## config.mk

```make
export PLATFORM = sky130hd
export DESIGN_NAME = bats_blend
export DESIGN_NICKNAME = d
export VERILOG_FILES = /design/src/rtl/bats_pkg.sv /design/src/rtl/bats_blend.sv
export SDC_FILE = /design/constraint.sdc
export NUM_CORES = 2
export LEC_CHECK = 0
export BUFFER_PORTS_ARGS = -buffer_cell sky130_fd_sc_hd__buf_4
export CAP_MARGIN = 0
export CELL_PAD_IN_SITES_DETAIL_PLACEMENT = 0
export CELL_PAD_IN_SITES_GLOBAL_PLACEMENT = 2
export CORE_UTILIZATION = 45
export CTS_CLUSTER_DIAMETER = 120
export DETAILED_ROUTE_END_ITERATION = 10
export GPL_TIMING_DRIVEN = 0
export PLACE_DENSITY_LB_ADDON = 0.25
export REMOVE_ABC_BUFFERS = 1
export SYNTH_ARGS = -nofsm -noshare
export SYNTH_HDL_FRONTEND = slang
export SYNTH_SLANG_ARGS = --single-unit
```

## constraint.sdc

```tcl
create_clock -name clk -period 11.7 [get_ports clk]
set_clock_uncertainty 0.15 [all_clocks]
set_input_delay 2.34 -clock clk [delete_from_list [all_inputs] [get_ports clk]]
set_output_delay 2.34 -clock clk [all_outputs]
set_load 0.03 [all_outputs]
```

## src/rtl/bats_pkg.sv

```systemverilog
`default_nettype none

package bats_pkg;

    // fixed point format and field widths
    localparam int FRAC_BITS  = 16;
    localparam int W_W        = FRAC_BITS + 1;
    localparam int COORD_W    = FRAC_BITS + 2;
    localparam int TEXEL_W    = 16;

    // texel store and map geometry
    localparam int MAX_TEXELS = 4096;
    localparam int ADDR_W     = $clog2(MAX_TEXELS);
    localparam int MAX_SIDE   = 64;
    localparam int SIZE_W     = 7;
    localparam int SIDE_W     = $clog2(MAX_SIDE);
    localparam int PU_W       = W_W + SIDE_W;
    localparam int ROW_W      = SIDE_W + SIZE_W;

    // blend datapath
    localparam int PROD1_W    = TEXEL_W + W_W;
    localparam int PROD2_W    = PROD1_W + W_W;
    localparam int NUM_TAPS   = 4;
    localparam int TAP_W      = $clog2(NUM_TAPS);

    // result queue
    localparam int OUTQ_DEPTH = 4;
    localparam int OUTQ_PTR_W = $clog2(OUTQ_DEPTH);
    localparam int OUTQ_CNT_W = OUTQ_PTR_W + 1;

    // configuration port
    localparam int CFG_IDX_W  = 2;
    localparam int CFG_DATA_W = 16;

    localparam logic [W_W-1:0]    ONE      = W_W'(1) << FRAC_BITS;
    localparam logic [SIZE_W-1:0] SIDE_MAX = SIZE_W'(MAX_SIDE);

    // request operations
    localparam logic OP_WRITE  = 1'b0;
    localparam logic OP_SAMPLE = 1'b1;

    // register indexes
    localparam logic [CFG_IDX_W-1:0] CFG_MAP_WIDTH    = 2'd0;
    localparam logic [CFG_IDX_W-1:0] CFG_MAP_HEIGHT   = 2'd1;
    localparam logic [CFG_IDX_W-1:0] CFG_MAP_PRESENT  = 2'd2;
    localparam logic [CFG_IDX_W-1:0] CFG_OBJECT_ALPHA = 2'd3;

    // request after clamp and scale
    typedef struct packed {
        logic                op;
        logic                direct;
        logic [ADDR_W-1:0]   wr_addr;
        logic [TEXEL_W-1:0]  wr_data;
        logic [PU_W-1:0]     pu;
        logic [PU_W-1:0]     pv;
    } s1_item_t;

    // request ready for the texel memory port
    typedef struct packed {
        logic                            op;
        logic                            direct;
        logic [ADDR_W-1:0]               wr_addr;
        logic [TEXEL_W-1:0]              wr_data;
        logic [NUM_TAPS-1:0][ADDR_W-1:0] idx;
        logic [FRAC_BITS-1:0]            fu;
        logic [FRAC_BITS-1:0]            fv;
    } s2_item_t;

    // one blend term, travels alongside the texel read
    typedef struct packed {
        logic                valid;
        logic                direct;
        logic                first;
        logic                last;
        logic [W_W-1:0]      wu;
        logic [W_W-1:0]      wv;
        logic [TEXEL_W-1:0]  alpha;
    } term_t;

    // side register to the side in use: zero acts as one, large values saturate
    function automatic logic [SIZE_W-1:0] eff_side(input logic [SIZE_W-1:0] side);
        logic [SIZE_W-1:0] res;
        if (side == '0)
            res = SIZE_W'(1);
        else if (side > SIDE_MAX)
            res = SIDE_MAX;
        else
            res = side;
        return res;
    endfunction

    // signed Q1.16 clamped to [0, ONE]
    function automatic logic [W_W-1:0] clamp_coord(input logic [COORD_W-1:0] raw);
        logic [W_W-1:0] res;
        if (raw[COORD_W-1])
            res = '0;
        else if (raw[W_W-1:0] > ONE)
            res = ONE;
        else
            res = raw[W_W-1:0];
        return res;
    endfunction

endpackage

`default_nettype wire

```

## src/rtl/bats_blend.sv

```systemverilog
`default_nettype none

module bats_blend (
    input  wire logic                              clk,
    input  wire logic                              rst_n,
    input  wire bats_pkg::term_t                   issue,
    input  wire logic [bats_pkg::TEXEL_W-1:0]      rdata,
    output logic                                   res_valid,
    output logic      [bats_pkg::TEXEL_W-1:0]      res_alpha
);

    bats_pkg::term_t                t0_reg;
    bats_pkg::term_t                t1_reg;
    bats_pkg::term_t                t2_reg;
    logic [bats_pkg::PROD1_W-1:0]   prod1_reg;
    logic [bats_pkg::PROD1_W-1:0]   prod1_next;
    logic [bats_pkg::PROD2_W-1:0]   prod2_reg;
    logic [bats_pkg::PROD2_W-1:0]   prod2_next;
    logic [bats_pkg::PROD2_W-1:0]   acc_reg;
    logic [bats_pkg::PROD2_W-1:0]   acc_next;

    // term tags follow the read data down the pipe
    always_ff @(posedge clk or negedge rst_n)
    begin
        if (!rst_n)
        begin
            t0_reg <= '0;
            t1_reg <= '0;
            t2_reg <= '0;
        end
        else
        begin
            t0_reg <= issue;
            t1_reg <= t0_reg;
            t2_reg <= t1_reg;
        end
    end

    // texel times horizontal weight, then times vertical weight
    assign prod1_next = bats_pkg::PROD1_W'(rdata) * bats_pkg::PROD1_W'(t0_reg.wu);
    assign prod2_next = bats_pkg::PROD2_W'(prod1_reg) * bats_pkg::PROD2_W'(t1_reg.wv);

    // four terms summed exactly, floor taken once at the end
    assign acc_next = t2_reg.first ? prod2_reg : acc_reg + prod2_reg;

    always_ff @(posedge clk)
    begin
        prod1_reg <= prod1_next;
        prod2_reg <= prod2_next;
        if (t2_reg.valid)
            acc_reg <= acc_next;
    end

    assign res_valid = t2_reg.valid && t2_reg.last;
    assign res_alpha = t2_reg.direct ? t2_reg.alpha
                                     : acc_next[2*bats_pkg::FRAC_BITS +: bats_pkg::TEXEL_W];

endmodule

`default_nettype wire

```

Yosys cells after proc, flatten, opt, wreduce, memory -nomap -nowiden
Cells that the tools add are included.

word-level totals
  bits in registers = 244
  input port bits = 72
  output and inout port bits = 17
  word-level logic and storage cells = 27

operators by class
  add/subtract/negate cells = 1
  $mul = 2
  mux-type cells = 2
  reduce and logical (&&, ||, !) cells = 1

operators by type and width
  kind                                            number
  50-bit adder                                    1
  33-bit by 17-bit multiplier with 50-bit output  1
  50-bit two-way mux                              1
  16-bit by 17-bit multiplier with 33-bit output  1
  16-bit two-way mux                              1
  1-bit logical AND                               1

Logic depth before layout (Yosys ltp)
  depth in word-level cells = 3
  depth in mapped cells = 26
  gate-level depth less buffers = 24

Least setup slack after synthesis
Ideal clock, no wire load.

  path kind = input-to-reg
  from = input port rdata[1] (netlist name)
  to = register prod1_reg[31] (netlist name)
  setup time = 0.123 ns
  data arrival time = 7.711 ns
  required time = 11.427 ns
  slack = 3.716 ns
  stages on the path = 21
  buffers on the path = 1
  cell sequence = clkbuf_1 > nand2_1 > fa_1 > inv_1 > fa_1 > inv_1 > fa_1 > inv_1 > fa_1 > fa_1 > fa_1 > ha_1 > a21o_1 > a21oi_1 > nor2b_1 > or4_1 > o2111ai_1 > o211ai_1 > a21oi_1 > o21ai_1 > xor2_1

on the way
  cells in the longest elaborated chain, start to end = 1

RTL lines
  what                                            RTL line          RTL
  from (decl)                                     bats_blend.sv:7   input wire logic [bats_pkg::TEXEL_W-1:0] rdata,
  16-bit by 17-bit multiplier with 33-bit output  bats_blend.sv:40  assign prod1_next = bats_pkg::PROD1_W'(rdata) * bats_pkg::PROD1_W'(t0_reg.wu);
  named net prod1_next (one bit)                  bats_blend.sv:16  logic [bats_pkg::PROD1_W-1:0] prod1_next;
  to (signal assigned)                            bats_blend.sv:48  prod1_reg <= prod1_next;
  to (decl)                                       bats_blend.sv:15  logic [bats_pkg::PROD1_W-1:0] prod1_reg;

The timed path passes the listed nets, and every way through them passes these cells.
A chain may end at the register's enable or synchronous reset.

Final worst setup path
  from = input port rdata[7] (netlist name)
  to = register prod1_reg[31] (netlist name)

Same word-level chain as after synthesis.

==> impl_metrics.tcl <==
set metrics [dict create \
    finalNonFillerCells 4890 \
    r2r_setup_slack_ns 4.07 \
    crit_chain "buf_4 > nand2_1 > fa_1 > inv_1 > fa_1 > inv_1 > fa_1 > inv_1 > fa_1 > inv_1 > fa_1 > inv_1 > fa_1 > ha_1 > o21ai_0 > nand2b_1 > nand4_1 > a211o_1 > a211oi_1 > o2111ai_1 > o211ai_1 > a21oi_1 > o21ai_1 > xor2_1" \
    slowest_stage "fa_1" \
    drt_iter0_markers 1157 \
    wirelength_um 90100 \
    nets 4836 \
    crit_path_frequent_cell "fa_1" \
    dp_hpwl_um 68900 \
    yosys-top-cells-count "849 x inv_1, 672 x fa_1, 632 x nand2_1" \
    maxCapViolCount 0 \
    grt_overflow_total 0 \
    ys_ff_latch 240 \
    holdPathEnd "t1_reg[0]" \
    syn-instance-count 3858 \
    clk_path_buf_depth 3 \
    arrival_ns 8.61 \
    path_buf_inv 6 \
    period_share_pct 71.0 \
    synth-edff-count 48 \
    ys_seq_area_share_pct 16.4 \
    critPathLaunchType "input pin" \
    rsz0062_at_grt "false" \
    synth_ff_type "dfrtp_1" \
    drive_gt1_share_pct 5.09 \
    hold_start "t0_reg[0]" \
    routed-via-count 24800 \
    core_area_sq_um 78000 \
    hold_buffers 0 \
    synth_area_per_cell_sq_um 9.25 \
    grt.total_usage_pct 23.1 \
    drc 0 \
    via_per_inst 5.06 \
    r2r-start "t1_reg[21]" \
    postRouteAntennaNets 0 \
    worstSetupPathType "in2reg" \
    grt_pass1_wl_um 147000 \
    r2r_end "prod2_reg[46]" \
    max_stage_delay_ns 0.56 \
    largest_register_ffs 54 \
    min_path_type "reg2reg" \
    end_kind "flip-flop" \
    floorplan.initialDensity_pct 45.8 \
    numPortBuffers 88 \
    io_pins 89 \
    worstSkewPairLatency_ns 0.60 \
    num_antenna_cells 0 \
    relSlewSlack_pct 2.26 \
    synthTopCellsByArea "fa_1 38%, ha_1 9.3%, inv_1 8.9%" \
    yosysTopAreaCellShare_pct 37.7 \
    critPathMaxFanout 17 \
    dieArea_sq_um 80400 \
    hold_viol 0 \
    avgRoutedWirePerCell_um 18.4 \
    fin_tns_setup_ns 0 \
    die_y_um 284 \
    cts_buffers 29 \
    num_rows 102 \
    r2r_cells 22 \
    antenna_found_initial 0 \
    critPathTopFamily "adder cells" \
    synth.distinct_cells 74 \
    cts.clk_slew.worst_paths_ns 0.06 \
    drv_slew 0 \
    h-tree-depth 1 \
    tightestPinTransition_ns 1.47 \
    post_cts_buffers 0 \
    grt_pass1_vias 26900 \
    yosysWarningCount 0 \
    cts_tree "done" \
    globalplace.congestion 0.825 \
    clkSinkCount 240 \
    postLayoutCoreUtil_pct 48.9 \
    die_w_um 284 \
    syn_area_sq_um 35700 \
    clockRootBuffer "clkbuf_16" \
    whs_path_depth 0 \
    synthToLayoutAreaGrowth_pct 6.93 \
    grt_max_degree 101 \
    dp_cells 4835 \
    async_reset_ff_share_pct 46.3 \
    cts_resized 0 \
    crit_required_ns 12.00 \
    first_pass_iters 5 \
    max_freq_mhz 120 \
    yosysMostFrequentCell "inv_1" \
    post-route-min-period_ns 8.31 \
    setup_viol 0 \
    run_status "finished clean" \
    yosys.area.top_type "fa_1" \
]
## cells in the final DEF, fill, tap and decap left out, types with 81 or more instances in the layout
cell and count:
and2_1 308, o21ai_0 88, buf_4 87, fa_1 672, inv_1 849, a21oi_1 108
nand2_1 632, dfrtp_1 99, dfxtp_1 81, ha_1 265
## cell families (layout without fill, tap and decap cells)
group,after synthesis,count (layout),share of synthesized area (%)
buffers and inverters,1002,994,10.6
DFF,240,240,16.4
xor gates and xnor gates,113,113,2.77
muxes,16,16,0.498
adders and majority gates,937,937,47.0
AOI/OAI and AO/OA,420,420,7.81
and+or+nand+nor,1130,1130,15.0
## worst register-to-register path, cell delays in order, from the launching register on
cell and delay (ns):
dfrtp_1 1.29, and2_1 0.36, fa_1 0.39, inv_1 0.08
fa_1 0.44, fa_1 0.51, fa_1 0.54, inv_1 0.05
fa_1 0.47, inv_1 0.05, fa_1 0.47, inv_1 0.05
ha_1 0.35, and3_1 0.26, and3_1 0.19, o211a_1 0.16
o22ai_2 0.16, o31a_2 0.37, o21ai_2 0.27, nor4_1 0.09
o41ai_1 0.47, a21oi_1 0.15, xnor2_1 0.21
## how the worst max path moves through the flow
stage              from            end  slack, ns  cells after the start
2_1_floorplan  rdata[1]  prod1_reg[31]       4.00                     20
3_5_place_dp   rdata[7]  prod1_reg[31]       2.67                     24
4_1_cts        rdata[7]  prod1_reg[31]       3.29                     24
6_report       rdata[7]  prod1_reg[31]       3.39                     24
5_1_grt        rdata[7]  prod1_reg[31]       3.04                     24
3_3_place_gp   rdata[7]  prod1_reg[31]       2.64                     24
## routing by layer
metal  share of wire, %  up-vias  global-route usage, %
li1                   -    11600                      -
met1                 46    12600                   31.7
met2                 48      452                   39.1
met3                3.9      126                   2.49
met4                2.4        0                   5.76
met5                  0        -                      0
## area by class of cell
class | instances | area [sq um]
fill | 7516 | 39800
multi-input combinational | 2616 | 26100
sequential | 240 | 5860
inverter | 849 | 3190
tap | 1040 | 1300
clock buffer | 37 | 806
timing repair buffer | 91 | 739
clock inverter | 17 | 198
## through the flow
step | cell area [sq um] | setup slack, ns | hold WS (ns)
4_1_cts | 38100 | 3.29 | 0.200
2_1_floorplan | 35100 | 4.00 | 0.181
3_3_place_gp | 37100 | 2.64 | 0.182
3_5_place_dp | 37100 | 2.67 | 0.185
5_1_grt | 38200 | 3.04 | 0.202
6_report | 38200 | 3.39 | 0.198
Power is not shown: default switching activity piles up to over one toggle a cycle in this logic, so the estimate is an artifact.
