### src/rtl/bats_pkg.sv
`default_nettype none

package bats_pkg;

    // fixed point format and field widths
    localparam int FRAC_BITS  = 16;
    localparam int W_W        = FRAC_BITS + 1;
    localparam int COORD_W    = FRAC_BITS + 2;
    localparam int TEXEL_W    = 16;

    // texel store and map geometry
    localparam int MAX_TEXELS = 4096;
    localparam int ADDR_W     = $clog2(MAX_TEXELS);
    localparam int MAX_SIDE   = 64;
    localparam int SIZE_W     = 7;
    localparam int SIDE_W     = $clog2(MAX_SIDE);
    localparam int PU_W       = W_W + SIDE_W;
    localparam int ROW_W      = SIDE_W + SIZE_W;

    // blend datapath
    localparam int PROD1_W    = TEXEL_W + W_W;
    localparam int PROD2_W    = PROD1_W + W_W;
    localparam int NUM_TAPS   = 4;
    localparam int TAP_W      = $clog2(NUM_TAPS);

    // result queue
    localparam int OUTQ_DEPTH = 4;
    localparam int OUTQ_PTR_W = $clog2(OUTQ_DEPTH);
    localparam int OUTQ_CNT_W = OUTQ_PTR_W + 1;

    // configuration port
    localparam int CFG_IDX_W  = 2;
    localparam int CFG_DATA_W = 16;

    localparam logic [W_W-1:0]    ONE      = W_W'(1) << FRAC_BITS;
    localparam logic [SIZE_W-1:0] SIDE_MAX = SIZE_W'(MAX_SIDE);

    // request operations
    localparam logic OP_WRITE  = 1'b0;
    localparam logic OP_SAMPLE = 1'b1;

    // register indexes
    localparam logic [CFG_IDX_W-1:0] CFG_MAP_WIDTH    = 2'd0;
    localparam logic [CFG_IDX_W-1:0] CFG_MAP_HEIGHT   = 2'd1;
    localparam logic [CFG_IDX_W-1:0] CFG_MAP_PRESENT  = 2'd2;
    localparam logic [CFG_IDX_W-1:0] CFG_OBJECT_ALPHA = 2'd3;

    // request after clamp and scale
    typedef struct packed {
        logic                op;
        logic                direct;
        logic [ADDR_W-1:0]   wr_addr;
        logic [TEXEL_W-1:0]  wr_data;
        logic [PU_W-1:0]     pu;
        logic [PU_W-1:0]     pv;
    } s1_item_t;

    // request ready for the texel memory port
    typedef struct packed {
        logic                            op;
        logic                            direct;
        logic [ADDR_W-1:0]               wr_addr;
        logic [TEXEL_W-1:0]              wr_data;
        logic [NUM_TAPS-1:0][ADDR_W-1:0] idx;
        logic [FRAC_BITS-1:0]            fu;
        logic [FRAC_BITS-1:0]            fv;
    } s2_item_t;

    // one blend term, travels alongside the texel read
    typedef struct packed {
        logic                valid;
        logic                direct;
        logic                first;
        logic                last;
        logic [W_W-1:0]      wu;
        logic [W_W-1:0]      wv;
        logic [TEXEL_W-1:0]  alpha;
    } term_t;

    // side register to the side in use: zero acts as one, large values saturate
    function automatic logic [SIZE_W-1:0] eff_side(input logic [SIZE_W-1:0] side);
        logic [SIZE_W-1:0] res;
        if (side == '0)
            res = SIZE_W'(1);
        else if (side > SIDE_MAX)
            res = SIDE_MAX;
        else
            res = side;
        return res;
    endfunction

    // signed Q1.16 clamped to [0, ONE]
    function automatic logic [W_W-1:0] clamp_coord(input logic [COORD_W-1:0] raw);
        logic [W_W-1:0] res;
        if (raw[COORD_W-1])
            res = '0;
        else if (raw[W_W-1:0] > ONE)
            res = ONE;
        else
            res = raw[W_W-1:0];
        return res;
    endfunction

endpackage

`default_nettype wire

### src/rtl/bats_outq.sv
`default_nettype none

module bats_outq (
    input  wire logic                              clk,
    input  wire logic                              rst_n,
    input  wire logic                              push,
    input  wire logic [bats_pkg::TEXEL_W-1:0]      push_data,
    output logic                                   out_valid,
    input  wire logic                              out_ready,
    output logic      [bats_pkg::TEXEL_W-1:0]      out_data
);

    logic [bats_pkg::TEXEL_W-1:0]    slot [0:bats_pkg::OUTQ_DEPTH-1];
    logic [bats_pkg::OUTQ_PTR_W-1:0] wr_ptr_reg;
    logic [bats_pkg::OUTQ_PTR_W-1:0] wr_ptr_next;
    logic [bats_pkg::OUTQ_PTR_W-1:0] rd_ptr_reg;
    logic [bats_pkg::OUTQ_PTR_W-1:0] rd_ptr_next;
    logic [bats_pkg::OUTQ_CNT_W-1:0] cnt_reg;
    logic [bats_pkg::OUTQ_CNT_W-1:0] cnt_next;
    logic                            pop;

    // space is reserved upstream, so a push always finds a free slot
    assign pop = out_valid && out_ready;

    always_comb
    begin
        wr_ptr_next = push ? wr_ptr_reg + bats_pkg::OUTQ_PTR_W'(1) : wr_ptr_reg;
        rd_ptr_next = pop ? rd_ptr_reg + bats_pkg::OUTQ_PTR_W'(1) : rd_ptr_reg;
        cnt_next    = cnt_reg + bats_pkg::OUTQ_CNT_W'(push) - bats_pkg::OUTQ_CNT_W'(pop);
    end

    always_ff @(posedge clk or negedge rst_n)
    begin
        if (!rst_n)
        begin
            wr_ptr_reg <= '0;
            rd_ptr_reg <= '0;
            cnt_reg    <= '0;
        end
        else
        begin
            wr_ptr_reg <= wr_ptr_next;
            rd_ptr_reg <= rd_ptr_next;
            cnt_reg    <= cnt_next;
        end
    end

    // result storage
    always_ff @(posedge clk)
    begin
        if (push)
            slot[wr_ptr_reg] <= push_data;
    end

    assign out_valid = cnt_reg != '0;
    assign out_data  = slot[rd_ptr_reg];

endmodule

`default_nettype wire

### config.mk
export PLATFORM = sky130hd
export DESIGN_NAME = bats_outq
export DESIGN_NICKNAME = d
export VERILOG_FILES = /design/src/rtl/bats_pkg.sv /design/src/rtl/bats_outq.sv
export SDC_FILE = /design/constraint.sdc
export NUM_CORES = 1
export LEC_CHECK = 0
export BUFFER_PORTS_ARGS = -buffer_cell sky130_fd_sc_hd__buf_2
export CORE_ASPECT_RATIO = 1.1
export CORE_MARGIN = 8
export CORE_UTILIZATION = 56
export CTS_CLUSTER_DIAMETER = 40
export CTS_CLUSTER_SIZE = 20
export DETAILED_ROUTE_END_ITERATION = 7
export PLACE_DENSITY = 0.78
export SLEW_MARGIN = 20
export SYNTH_ARGS = -nofsm -noshare
export SYNTH_HDL_FRONTEND = slang
export SYNTH_SLANG_ARGS = --single-unit
### constraint.sdc
create_clock -name clk -period 2.3 [get_ports clk]
set_input_delay 0.575 -clock clk [delete_from_list [all_inputs] [get_ports clk]]
set_output_delay 0.575 -clock clk [all_outputs]
set_load 0.01 [all_outputs]
## After elaboration in Yosys (flattened, before gate mapping)

Memories as Yosys holds them, arrays and structs flattened.
Cells that the tools add are included.

- Bits in registers: 7
- Bits in writable memories: 64
- Bits of input ports: 20
- Output and inout port bits: 17
- Word-level logic and storage cells: 12
- Memories: 1

Memory list:

| memory | depth | width | read ports | clocked after memory_dff | write ports | RTL line | RTL |
|---|---|---|---|---|---|---|---|
| slot | 4 | 16 | 1 | 0 | 1 | bats_outq.sv:13 | `logic [bats_pkg::TEXEL_W-1:0] slot [0:bats_pkg::OUTQ_DEPTH-1];` |

- Add/subtract/negate cells: 4
- Multiplexer cells: 2
- Reduce and logical (&&, ||, !) cells: 2

Operators with widths:

| operator | count |
|---|---|
| adder 2 x 1 -> 2 bit, second input constant | 2 |
| adder 3 x 1 -> 3 bit | 1 |
| nonzero test 3 bit | 1 |
| subtractor 3 x 1 -> 3 bit | 1 |
| two-way mux 1 bit | 2 |
| logical AND 1 bit | 1 |

## Depth between registers and ports, before layout

Gate-level depths: netlist (run 1).

- Word-level depth: 3
- Depth in mapped cells: 7
- Mapped depth without buffers: 7

## Worst setup path after synthesis (run 1)

OpenSTA, ideal clock, no wires.

- Kind: reg-to-reg
- Start point: register cnt_reg[1] (netlist name)
- End point: register cnt_reg[2] (netlist name)
- Setup time: 0.123 ns
- Arrival: 1.790 ns
- Required time: 2.177 ns
- Path slack: 0.387 ns
- Stages on the path, launching flop included: 8
- Path buffers: 0
- Period minus slack after synthesis: 1.913 ns
- Cells stage by stage: dfrtp_1 -> o31a_1 -> ha_1 -> inv_1 -> ha_1 -> fa_1 -> xnor2_1 -> xnor2_1

- Longest elaborated chain between the ends: 3
- Elaborated cells on any way between the ends: 4
- Classes of those cells: add/sub (2); reduce/logical (2)

Ends and longest elaborated chain:

| element | RTL line | RTL |
|---|---|---|
| start: declaration | bats_outq.sv:18 | `logic [bats_pkg::OUTQ_CNT_W-1:0] cnt_reg;` |
| start signal: assignment | bats_outq.sv:44 | `cnt_reg <= cnt_next;` |
| nonzero test 3 bit | bats_outq.sv:55 | `assign out_valid = cnt_reg != '0;` |
| logical AND 1 bit | bats_outq.sv:23 | `assign pop = out_valid && out_ready;` |
| named net pop | bats_outq.sv:20 | `logic pop;` |
| subtractor 3 x 1 -> 3 bit | bats_outq.sv:29 | `cnt_next = cnt_reg + bats_pkg::OUTQ_CNT_W'(push) - bats_pkg::OUTQ_CNT_W'(pop);` |
| named net cnt_next, one bit | bats_outq.sv:19 | `logic [bats_pkg::OUTQ_CNT_W-1:0] cnt_next;` |

The timed path passes the listed nets, and every way through them passes these cells.
A chain may end at the register's enable or synchronous reset.

## Worst setup path after layout (run 1)

- Start point: register rd_ptr_reg[0] (netlist name)
- End point: output out_data[2] (netlist name)

- Longest elaborated chain between the ends: 1

Ends and longest elaborated chain:

| element | RTL line | RTL |
|---|---|---|
| start: declaration | bats_outq.sv:16 | `logic [bats_pkg::OUTQ_PTR_W-1:0] rd_ptr_reg;` |
| start signal: assignment | bats_outq.sv:43 | `rd_ptr_reg <= rd_ptr_next;` |
| memory read (4 x 16 bit) | -- |  |
| end: declaration | bats_outq.sv:10 | `output logic [bats_pkg::TEXEL_W-1:0] out_data` |

No other way between the ends.

==> results.md, run 1 <==
* Status: completed
* CTS H-Tree Depth at 3
* Register area share after synthesis at about three quarters
* Final cell count without fillers at between 200 and 250
* Power density cells at approximately 1300 nW/um2
* Static Leak at approximately 0.0012 uW
* Clk Tree Root Cell: clkbuf_8
* Synth area leaders: edfxtp_1 (70%), mux4_1 (7.7%), mux4_2 (6.6%)
* First-pass GRT wire length at 7072 um
* Setup Crit Path Kind: reg2out
* Fin nets at just under 200
* Crit share post-route at a little over nine tenths
* Largest net degree at the start of global routing at 17
* CP Cell Sequence: buf_12 -> mux4_1 -> buf_2
* Achievable frequency at approximately 450 MHz
* Post-DP HPWL at about 3200 um
* VDD IR max at 691.1 uV
* Clk_skew at 5.706 ps
* Synthesized flop and latch total at 71
* Total CTS buffers at 9
* Synth warn at 0
* Core area at roughly 4700 um2
* Maximum clock path buffer count at 2
* Starting density of the core at between 50 and 60%
* Minimum clock period at 2239 ps
* Final setup viols at 0
* IO Pins at 37
* Crit path max-delay cell type: mux4_1
* Initial antenna violation count at 0
* CTS clk-pin slew, worst paths at around 70 ps
* Worst skew pair latency at 330 ps
* Layout Area Growth over Synthesis at 19.63%
* Slew HR at 68.65%
* Syn Inst Count at between 100 and 150
* Drt first-iter violations at 101
* Crit path DAT at ~1700 ps
* Final WL at 4636 um
* Yosys top cell area share at a little over two thirds
* Max reg flops at 64
* Most frequent cells after synthesis: edfxtp_1 (64), mux4_1 (8), mux4_2 (8)
* Synthesized Nets at approximately 150
* Die area at about 7400 um2
* Crit-path max cell delay at between 500 and 600 ps
* Top-count cell post-synth: edfxtp_1
* EDFF count, synth at 64
* Die Ht at 89.47 um
* Max-Cap Viols at 0
* CP endpoint kind: primary output
* Share of post-route cells with drive strength above 1 at 39.77%
* Maximum fanout along the worst path at 8
* Hold crit path type: in2async
* Synth area leader: edfxtp_1
* Clock sink total at 71
* Number of diodes at 0
* Worst-margin pin slew at between 400 and 500 ps
* Vias in the first global route at around 1500
* DRT Pass-1 Iters at 4
* # rows at 26
* Fraction of registers with async set/reset at 9.859%
* CTS tree: done
* Final Hold Violating Endpoints at 0
* Die width at 82.79 um
* Total vias in the final route at roughly 1300
* TNS Setup at 0 ps
* Cell Area, Synth at between 2000 and 3000 um2
* IO buf count at 36
* Most used flip-flop cell after synthesis: edfxtp_1
* DRC viols at 0
* GRT Total Usage at around 14%
* DRT antenna net count at 0
* Synth cell types at 18
* Synthesized area per cell at about 23 um2
* RSZ-0062 raised after global routing: false
* Dpl cells at approximately 210
* Gpl congestion at between 0.6 and 0.7
* Crit path launch type: flip-flop
* Fin. max-slew vios at 0
* Vias per inst at around 5.5
* GR Overflow Total at 0
* Routed len/inst at around 20 um
* Worst EP required at about 1700 ps
## routing by layer
| layer | vias to the layer above | GRT usage [%] | wire length [um] |
|---|---|---|---|
| met5 | - | 0 | 0 |
| met4 | 0 | 6.750 | 89 |
| met3 | 8 | 6.036 | 256 |
| met2 | 31 | 24.19 | 2479 |
| met1 | 659 | 13.93 | 1810 |
| li1 | 588 | - | - |
## worst max-delay path: cells and delay by family, from the launching register on
| family | cells | cell delay [ps] |
|---|---|---|
| buf+inv | 2 | 320 |
| flops | 1 | 440 |
| mux | 1 | 570 |
## stage by stage
| stage | cell area [um2] | power (uW) | hold slack (ps) | setup slack, ps | utilization, % |
|---|---|---|---|---|---|
| 2_1_floorplan | 2748 | 2655 | 279.4 | 387.3 | - |
| 3_3_place_gp | 3042 | 3049 | 410.7 | 273.8 | 64.93 |
| 3_5_place_dp | 3042 | 3135 | 419.9 | 137.1 | 64.93 |
| 4_1_cts | 3261 | 4180 | 51.64 | 3.511 | 69.60 |
| 5_1_grt | 3287 | 4396 | 50.50 | 22.31 | 70.17 |
| 6_report | 3287 | 4175 | 63.92 | 61.09 | 70.17 |
## logic make-up after synthesis
family / Yosys count / share of synthesized area (%)
adders and majority gates: 7 / 3.461
DFF: 71 / 76.32
xor gates and xnor gates: 5 / 1.594
AOI/OAI and AO/OA: 3 / 0.8196
buffers and inverters: 10 / 2.322
muxes: 16 / 14.21
and+or+nand+nor: 6 / 1.275
## placed cells by master, fill, tap and decap left out, types with 2 or more instances in the layout
| cell type | instances |
|---|---|
| buf_4 | 7 |
| buf_12 | 2 |
| bufinv_16 | 2 |
| ha_1 | 6 |
| mux4_1 | 8 |
| inv_1 | 6 |
| and2_1 | 4 |
| clkbuf_8 | 9 |
| edfxtp_1 | 64 |
| xnor2_1 | 3 |
| clkinv_2 | 3 |
| dfrtp_1 | 6 |
| xor2_1 | 2 |
| buf_2 | 36 |
| mux4_2 | 8 |
## path summary, 6_finish.rpt
kind	from	to	slack [ps]	cells after the start
min reg2reg	wr_ptr_reg[0]	wr_ptr_reg[0]	540	1
min in group clk	push_data[2]	slot[1][2]	450	1
min	rst_n	wr_ptr_reg[1]	60	1
max in group asynchronous	rst_n	rd_ptr_reg[0]	2060	1
max	rd_ptr_reg[0]	out_data[2]	60	3
max reg2reg	cnt_reg[1]	cnt_reg[2]	210	7
## report_power, final
group          switching (uW)  internal [uW]  total (uW)
sequential                139           1710        1850
clock                     428            602        1030
combinational             620            675        1290
total                    1190           2990        4180
## repair_timing
action / in CTS / in global routing
gates cloned: 0 / 1
pin swaps: 0 / 0
hold buffers: 0 / 0
setup endpoints to repair: 4 / 4
setup buffers: 1 / 0
gates resized for setup: 0 / 1
## layout make-up
cell class                 count  area (um2)
clock buffer                   9       123.9
sequential                    71        2098
clock inverter                 7       87.58
inverter                       6       22.52
timing repair buffer          46       297.8
tap                           56       70.07
multi-input combinational     37       586.8
fill                         297        1398
(Power assumes the default switching activity.)
==> inputs of run 2 (changes only) <==
- CELL_PAD_IN_SITES_DETAIL_PLACEMENT: default -> 2
- CELL_PAD_IN_SITES_GLOBAL_PLACEMENT: default -> 2
- CORE_UTILIZATION: 56 -> 44
- PLACE_DENSITY: 0.78 -> default
- PLACE_DENSITY_LB_ADDON: default -> 0.1
==> run 2 against run 1 <==
Maximum frequency is 0.14% higher. Sequential share of layout area up 0.45 points. Cell count increased by 9.5%. Non-clock buffer count decreased by 3. Worst setup slack gained 3.2 ps. Via count is 2.9% higher. Critical endpoint is now out_data[5]. Sequential power about the same. Critical path type unchanged. Largest cell class unchanged. Clock power barely moved. First-iteration DRC count fell by 50%.
==> results.md, run 2 (synthesized netlist as in run 1, its figures left out) <==
* Status: completed
* Final Hold Violating Endpoints at 0 (unchanged)
* Postcts setup bufs at 0 (-1)
* Maximum fanout along the worst path at 10 (+2)
* Crit path launch type: flip-flop
* CTS tree: done
* Die area at 9032 um2 (+22%)
* Die Ht at 98.88 um (+11%)
* Most frequent cells in the layout: edfxtp_1 (64), buf_2 (36), mux4_2 (10)
* RSZ-0062 raised after global routing: true
* Core area at 6118 um2 (+31%)
* Vias in the first global route at 1554 (+5.3%)
* Share of post-route cells with drive strength above 1 at 39.88% (+0.11 points)
* Layout Area Growth over Synthesis at 18.72%
* Hold crit path type: in2async
* Drt first-iter violations at 51 (-50%)
* CP endpoint kind: primary output
* Final setup viols at 0 (unchanged)
* CTS clk-pin slew, worst paths at 70 ps (about the same)
* Fin nets at 195 (-1.5%)
* # rows at 30 (+15%)
* Clock sink total at 71 (unchanged)
* IO buf count at 36 (unchanged)
* Final WL at 5924 um (+28%)
* Gpl congestion at 0.6570 (-2.4%)
* GRT Total Usage at 14.18% (+0.19 points)
* DRT Pass-1 Iters at 4 (unchanged)
* Worst EP required at 1730 ps (about the same)
* Largest net degree at the start of global routing at 17 (unchanged)
* Pre-CTS WS at 24.72 ps (-112.4 ps)
* Slew HR at 74.99% (+6.3 points)
* DRC viols at 0 (unchanged)
* VDD IR max at 617.5 uV (-11%)
* Final WS setup at 64.32 ps (+3.231 ps)
* CTS H-Tree Depth at 3 (unchanged)
* Routed len/inst at 23.32 um (+17%)
* Static Leak at 0.001204 uW (-2.8%)
* Max-Cap Viols at 0 (unchanged)
* Power density cells at 1286 nW/um2 (+1.3%)
* Crit path DAT at 1660 ps (about the same)
* Fin. max-slew vios at 0 (unchanged)
* Commonest non-fill, non-tap cell in the layout: edfxtp_1
* Minimum clock period at 2236 ps (-3.231 ps)
* Clk Tree Root Cell: clkbuf_8
* # hold bufs at CTS at 0 (unchanged)
* Die width at 91.35 um (+10%)
* Setup Crit Path Kind: reg2out
* Max reg flops at 64 (unchanged)
* Post-CTS Resized at 3 (+3)
* First-pass GRT wire length at 9197 um (+30%)
* Total CTS buffers at 9 (unchanged)
* Dpl cells at 237 (+11%)
* Initial antenna violation count at 1 (+1)
* Final cell count without fillers at 254 (+9.5%)
* Worst skew pair latency at 330 ps (about the same)
* Starting density of the core at 44.91% (-14 points)
* Vias per inst at 5.209 (-6.0%)
* R2r worst-path depth at 7 (unchanged)
* DRT antenna net count at 0 (unchanged)
* IO Pins at 37 (unchanged)
* Crit share post-route at 97.20% (-0.14 points)
* Worst-margin pin slew at 370.5 ps (-93.81 ps)
* Post-DP HPWL at 4017 um (+27%)
* Total power at 4196 uW (+0.51%)
* Clk_skew at 5.441 ps (-0.2654 ps)
* Maximum clock path buffer count at 2 (unchanged)
* Achievable frequency at 447.3 MHz (+0.14%)
* Total vias in the final route at 1323 (+2.9%)
* GR Overflow Total at 0 (unchanged)
-- run 2: area by class of cell --
cell class                      count  area [um2]
Sequential cell                    71        2097
Clock buffer                        9       123.9
Clock inverter                      7       87.58
Inverter                            6       22.52
Tap cell                           80       100.1
Antenna cell                        1       2.502
Multi-Input combinational cell     37       579.3
Fill cell                         532        2856
Timing Repair Buffer               43       249.0
-- run 2: per-stage QoR --
stage          setup TNS [ps]  hold slack [ps]  util (%)  area [um2]
2_1_floorplan               0            279.4         -        2748
3_3_place_gp                0            412.5     49.67        3039
3_5_place_dp                0            418.1     49.67        3039
4_1_cts                     0            53.60     53.19        3254
5_1_grt                -43.97            52.49     53.31        3262
6_report                    0            66.39     53.31        3262
-- run 2: path summary, 6_finish.rpt --
check / slack [ps] / endpoint / start
min in group clk: 450 / slot[1][14] / push_data[14]
min: 70 / cnt_reg[0] / rst_n
max in group asynchronous: 2080 / rd_ptr_reg[0] / rst_n
min reg2reg: 540 / wr_ptr_reg[0] / wr_ptr_reg[0]
max reg2reg: 130 / cnt_reg[2] / cnt_reg[1]
max: 60 / out_data[5] / rd_ptr_reg[0]
-- run 2: worst max-delay path, stage by stage, from the launching register on --
cell,delay (ps)
dfrtp_1,430
buf_12,180
mux4_1,560
buf_2,160
-- run 2: power by group --
part	internal, uW	switching (uW)
Sequential	1710	133
Combinational	616	685
Clock	602	448
-- run 2: per-layer routing --
| metal | vias up | share of wire, % | GRT usage (%) | routed length, um |
|---|---|---|---|---|
| li1 | 580 | - | - | - |
| met3 | 11 | 3.6 | 3.726 | 216 |
| met1 | 702 | 41 | 16.00 | 2449 |
| met4 | 0 | 2.2 | 7.818 | 132 |
| met5 | - | 0 | 0 | 0 |
| met2 | 30 | 53 | 23.91 | 3125 |
==> inputs of run 3 (changes only) <==
- CORE_UTILIZATION: 44 -> 46
- CTS_BUF_LIST: default -> sky130_fd_sc_hd__clkbuf_4 sky130_fd_sc_hd__clkbuf_8
==> run 3 against run 2 <==
Via count fell by 0.91%. Clock power grew 24%. Clock skew up 5.7 ps. Combinational power about the same. Wire length decreased by 2.6%. Clock-buffer cell count is 1 higher. Maximum frequency increased by 1.1%. Register-to-register slack better by 120 ps. Final area rose by 1.9%. Sequential share of layout area decreased by 1.2 points. Critical path type unchanged. Sequential cell count unchanged.
==> results.md, run 3 (synthesized netlist as in run 1, its figures left out) <==
* Area after DPL at 3055 um2 (+0.54%)
* Core area at 5769 um2 (-5.7%)
* DRT antenna net count at 0 (unchanged)
* Area of the multi-input gates at 586.8 um2 (+1.3%)
* Fin. max-slew vios at 0 (unchanged)
* CTS tree: done
* Crit path launch type: flip-flop
* Clock sink total at 71 (unchanged)
* Psw at 1247 uW (-1.5%)
* Setup Crit Path Kind: reg2out
* Worst-margin pin slew at 464.9 ps (+94.40 ps)
* R2r setup slk at 250 ps (+120 ps)
* Starting density of the core at 47.63% (+2.7 points)
* GRT Total Usage at 14.76% (+0.58 points)
* TNS Setup at 0 ps (unchanged)
* # rows at 29 (-3.3%)
* CP Cell Sequence: buf_6 -> mux4_1 -> buf_2
* Clk pwr share at 29.5% (+4.5 points)
* Tightest hold margin at 68.00 ps (+1.603 ps)
* Largest net degree at the start of global routing at 13 (-4)
* DRT Pass-1 Iters at 4 (unchanged)
* Power density cells at 1326 nW/um2 (+3.1%)
* RSZ-0062 raised after global routing: false
* Post-DP HPWL at 3787 um (-5.7%)
* Die Ht at 97.06 um (-1.8%)
* Max reg flops at 64 (unchanged)
* Fin nets at 196 (+0.51%)
* CTS clk-pin slew, worst paths at 70 ps (about the same)
* Most frequent cells in the layout: edfxtp_1 (64), buf_2 (36), clkbuf_8 (9)
* Total vias in the final route at 1311 (-0.91%)
* Worst skew pair latency at 330 ps (about the same)
* IO Pins at 37 (unchanged)
* Register area at 2097 um2 (unchanged)
* Combinational share of power at 29.1% (-1.9 points)
* Commonest non-fill, non-tap cell in the layout: edfxtp_1
* Crit share post-route at 96.15% (-1.1 points)
* IO buf count at 36 (unchanged)
* Routed len/inst at 22.99 um (-1.4%)
* Die area at 8705 um2 (-3.6%)
* Die width at 89.69 um (-1.8%)
* Pint at 3159 uW (+7.8%)
* Status: completed
* Design area at 3323 um2 (+1.9%)
* First-pass GRT wire length at 8990 um (-2.3%)
* Share of post-route cells with drive strength above 1 at 38.51% (-1.4 points)
* Final WS setup at 88.59 ps (+24.27 ps)
* GR Overflow Total at 0 (unchanged)
* Max-Cap Viols at 0 (unchanged)
* Minimum clock period at 2211 ps (-24.27 ps)
* Number of fill cells at 464 (-13%)
* Total CTS buffers at 9 (unchanged)
* Layout Area Growth over Synthesis at 20.95%
* Postcts setup bufs at 0 (unchanged)
* VDD IR max at 642.7 uV (+4.1%)
* Crit path max-delay cell type: mux4_1
* Hold crit path type: in2async
* Pre-CTS WS at 207.0 ps (+182.3 ps)
* Clk Tree Root Cell: clkbuf_8
* Maximum fanout along the worst path at 10 (unchanged)
* Static Leak at 0.001238 uW (+2.8%)
* Vias per inst at 5.223 (+0.28%)
* Vias in the first global route at 1554 (unchanged)
* Sequential share of power at 41.4% (-2.5 points)
* Drt first-iter violations at 49 (-3.9%)
* Final Hold Violating Endpoints at 0 (unchanged)
* Switch share at 28.31% (-1.9 points)
* Final WL at 5771 um (-2.6%)
* Final setup viols at 0 (unchanged)
* Crit-path max cell delay at 600 ps (+40 ps)
* Initial antenna violation count at 0 (-1)
* Maximum clock path buffer count at 2 (unchanged)
* CP endpoint kind: primary output
* CTS H-Tree Depth at 3 (unchanged)
* Number of diodes at 0 (-1)
* DRC viols at 0 (unchanged)
* Buf+Inv Stages, Crit Path at 2 (unchanged)
* Slew HR at 68.61% (-6.4 points)
* Achievable frequency at 452.2 MHz (+1.1%)
* Worst EP required at 1730 ps (about the same)
* Clk_skew at 11.16 ps (+5.716 ps)
* Gpl congestion at 0.6235 (-5.1%)
* Critical path's top delay family: multiplexers
* Crit path DAT at 1640 ps (-20 ps)
[run 3: power groups by stage]
stage	Clock (uW)	Combinational (uW)	Sequential, uW
floorplan	0	857	1800
detailed placement	0	1300	1850
global placement	0	1250	1810
finish	1300	1280	1820
CTS	1330	1330	1830
global route	1370	1410	1850
[run 3: area by class of cell]
type	instances	area share, %
Timing Repair Buffer	44	7.718
Sequential cell	71	63.10
Tap cell	77	2.899
Clock inverter	6	3.991
Multi-Input combinational cell	37	17.66
Inverter	6	0.6777
Clock buffer	10	3.953
[run 3: worst reg2reg max path, delay by kind of cell (launching register included)]
family / cells / cell delay (ps)
adder cells (fa/ha/maj): 3 / 840
flip-flops: 1 / 400
AO/OA/AOI/OAI: 1 / 340
XOR/XNOR: 2 / 340
buffers and inverters: 1 / 50
[run 3: routing by layer]
layer  track usage (%)  routed length, um  vias up
met3             4.992                299        6
met5                 0                  0        -
met1             15.49               2204      686
met2             26.02               3196       33
li1                  -                  -      586
met4             5.256                 70        0
[run 3: final timing paths]
| kind | from | endpoint | depth (start not counted) |
|---|---|---|---|
| max | rd_ptr_reg[0] | out_data[0] | 3 |
| min | rst_n | rd_ptr_reg[1] | 1 |
| max reg2reg | cnt_reg[1] | cnt_reg[2] | 7 |
| min reg2reg | wr_ptr_reg[0] | wr_ptr_reg[0] | 1 |
| max in group asynchronous | rst_n | rd_ptr_reg[0] | 1 |
| min in group clk | push_data[1] | slot[1][1] | 1 |
[run 3: stage by stage]
step	power (uW)	utilization, %	instances
2_1_floorplan	2655	-	118
4_1_cts	4494	57.60	251
3_5_place_dp	3142	52.96	235
3_3_place_gp	3057	52.96	235
6_report	4406	57.60	251
5_1_grt	4641	57.60	251
[run 3: timing repair]
item	in CTS	in global routing
endpoints found under the setup margin	1	0
gates resized for setup	1	0
hold buffers	0	0
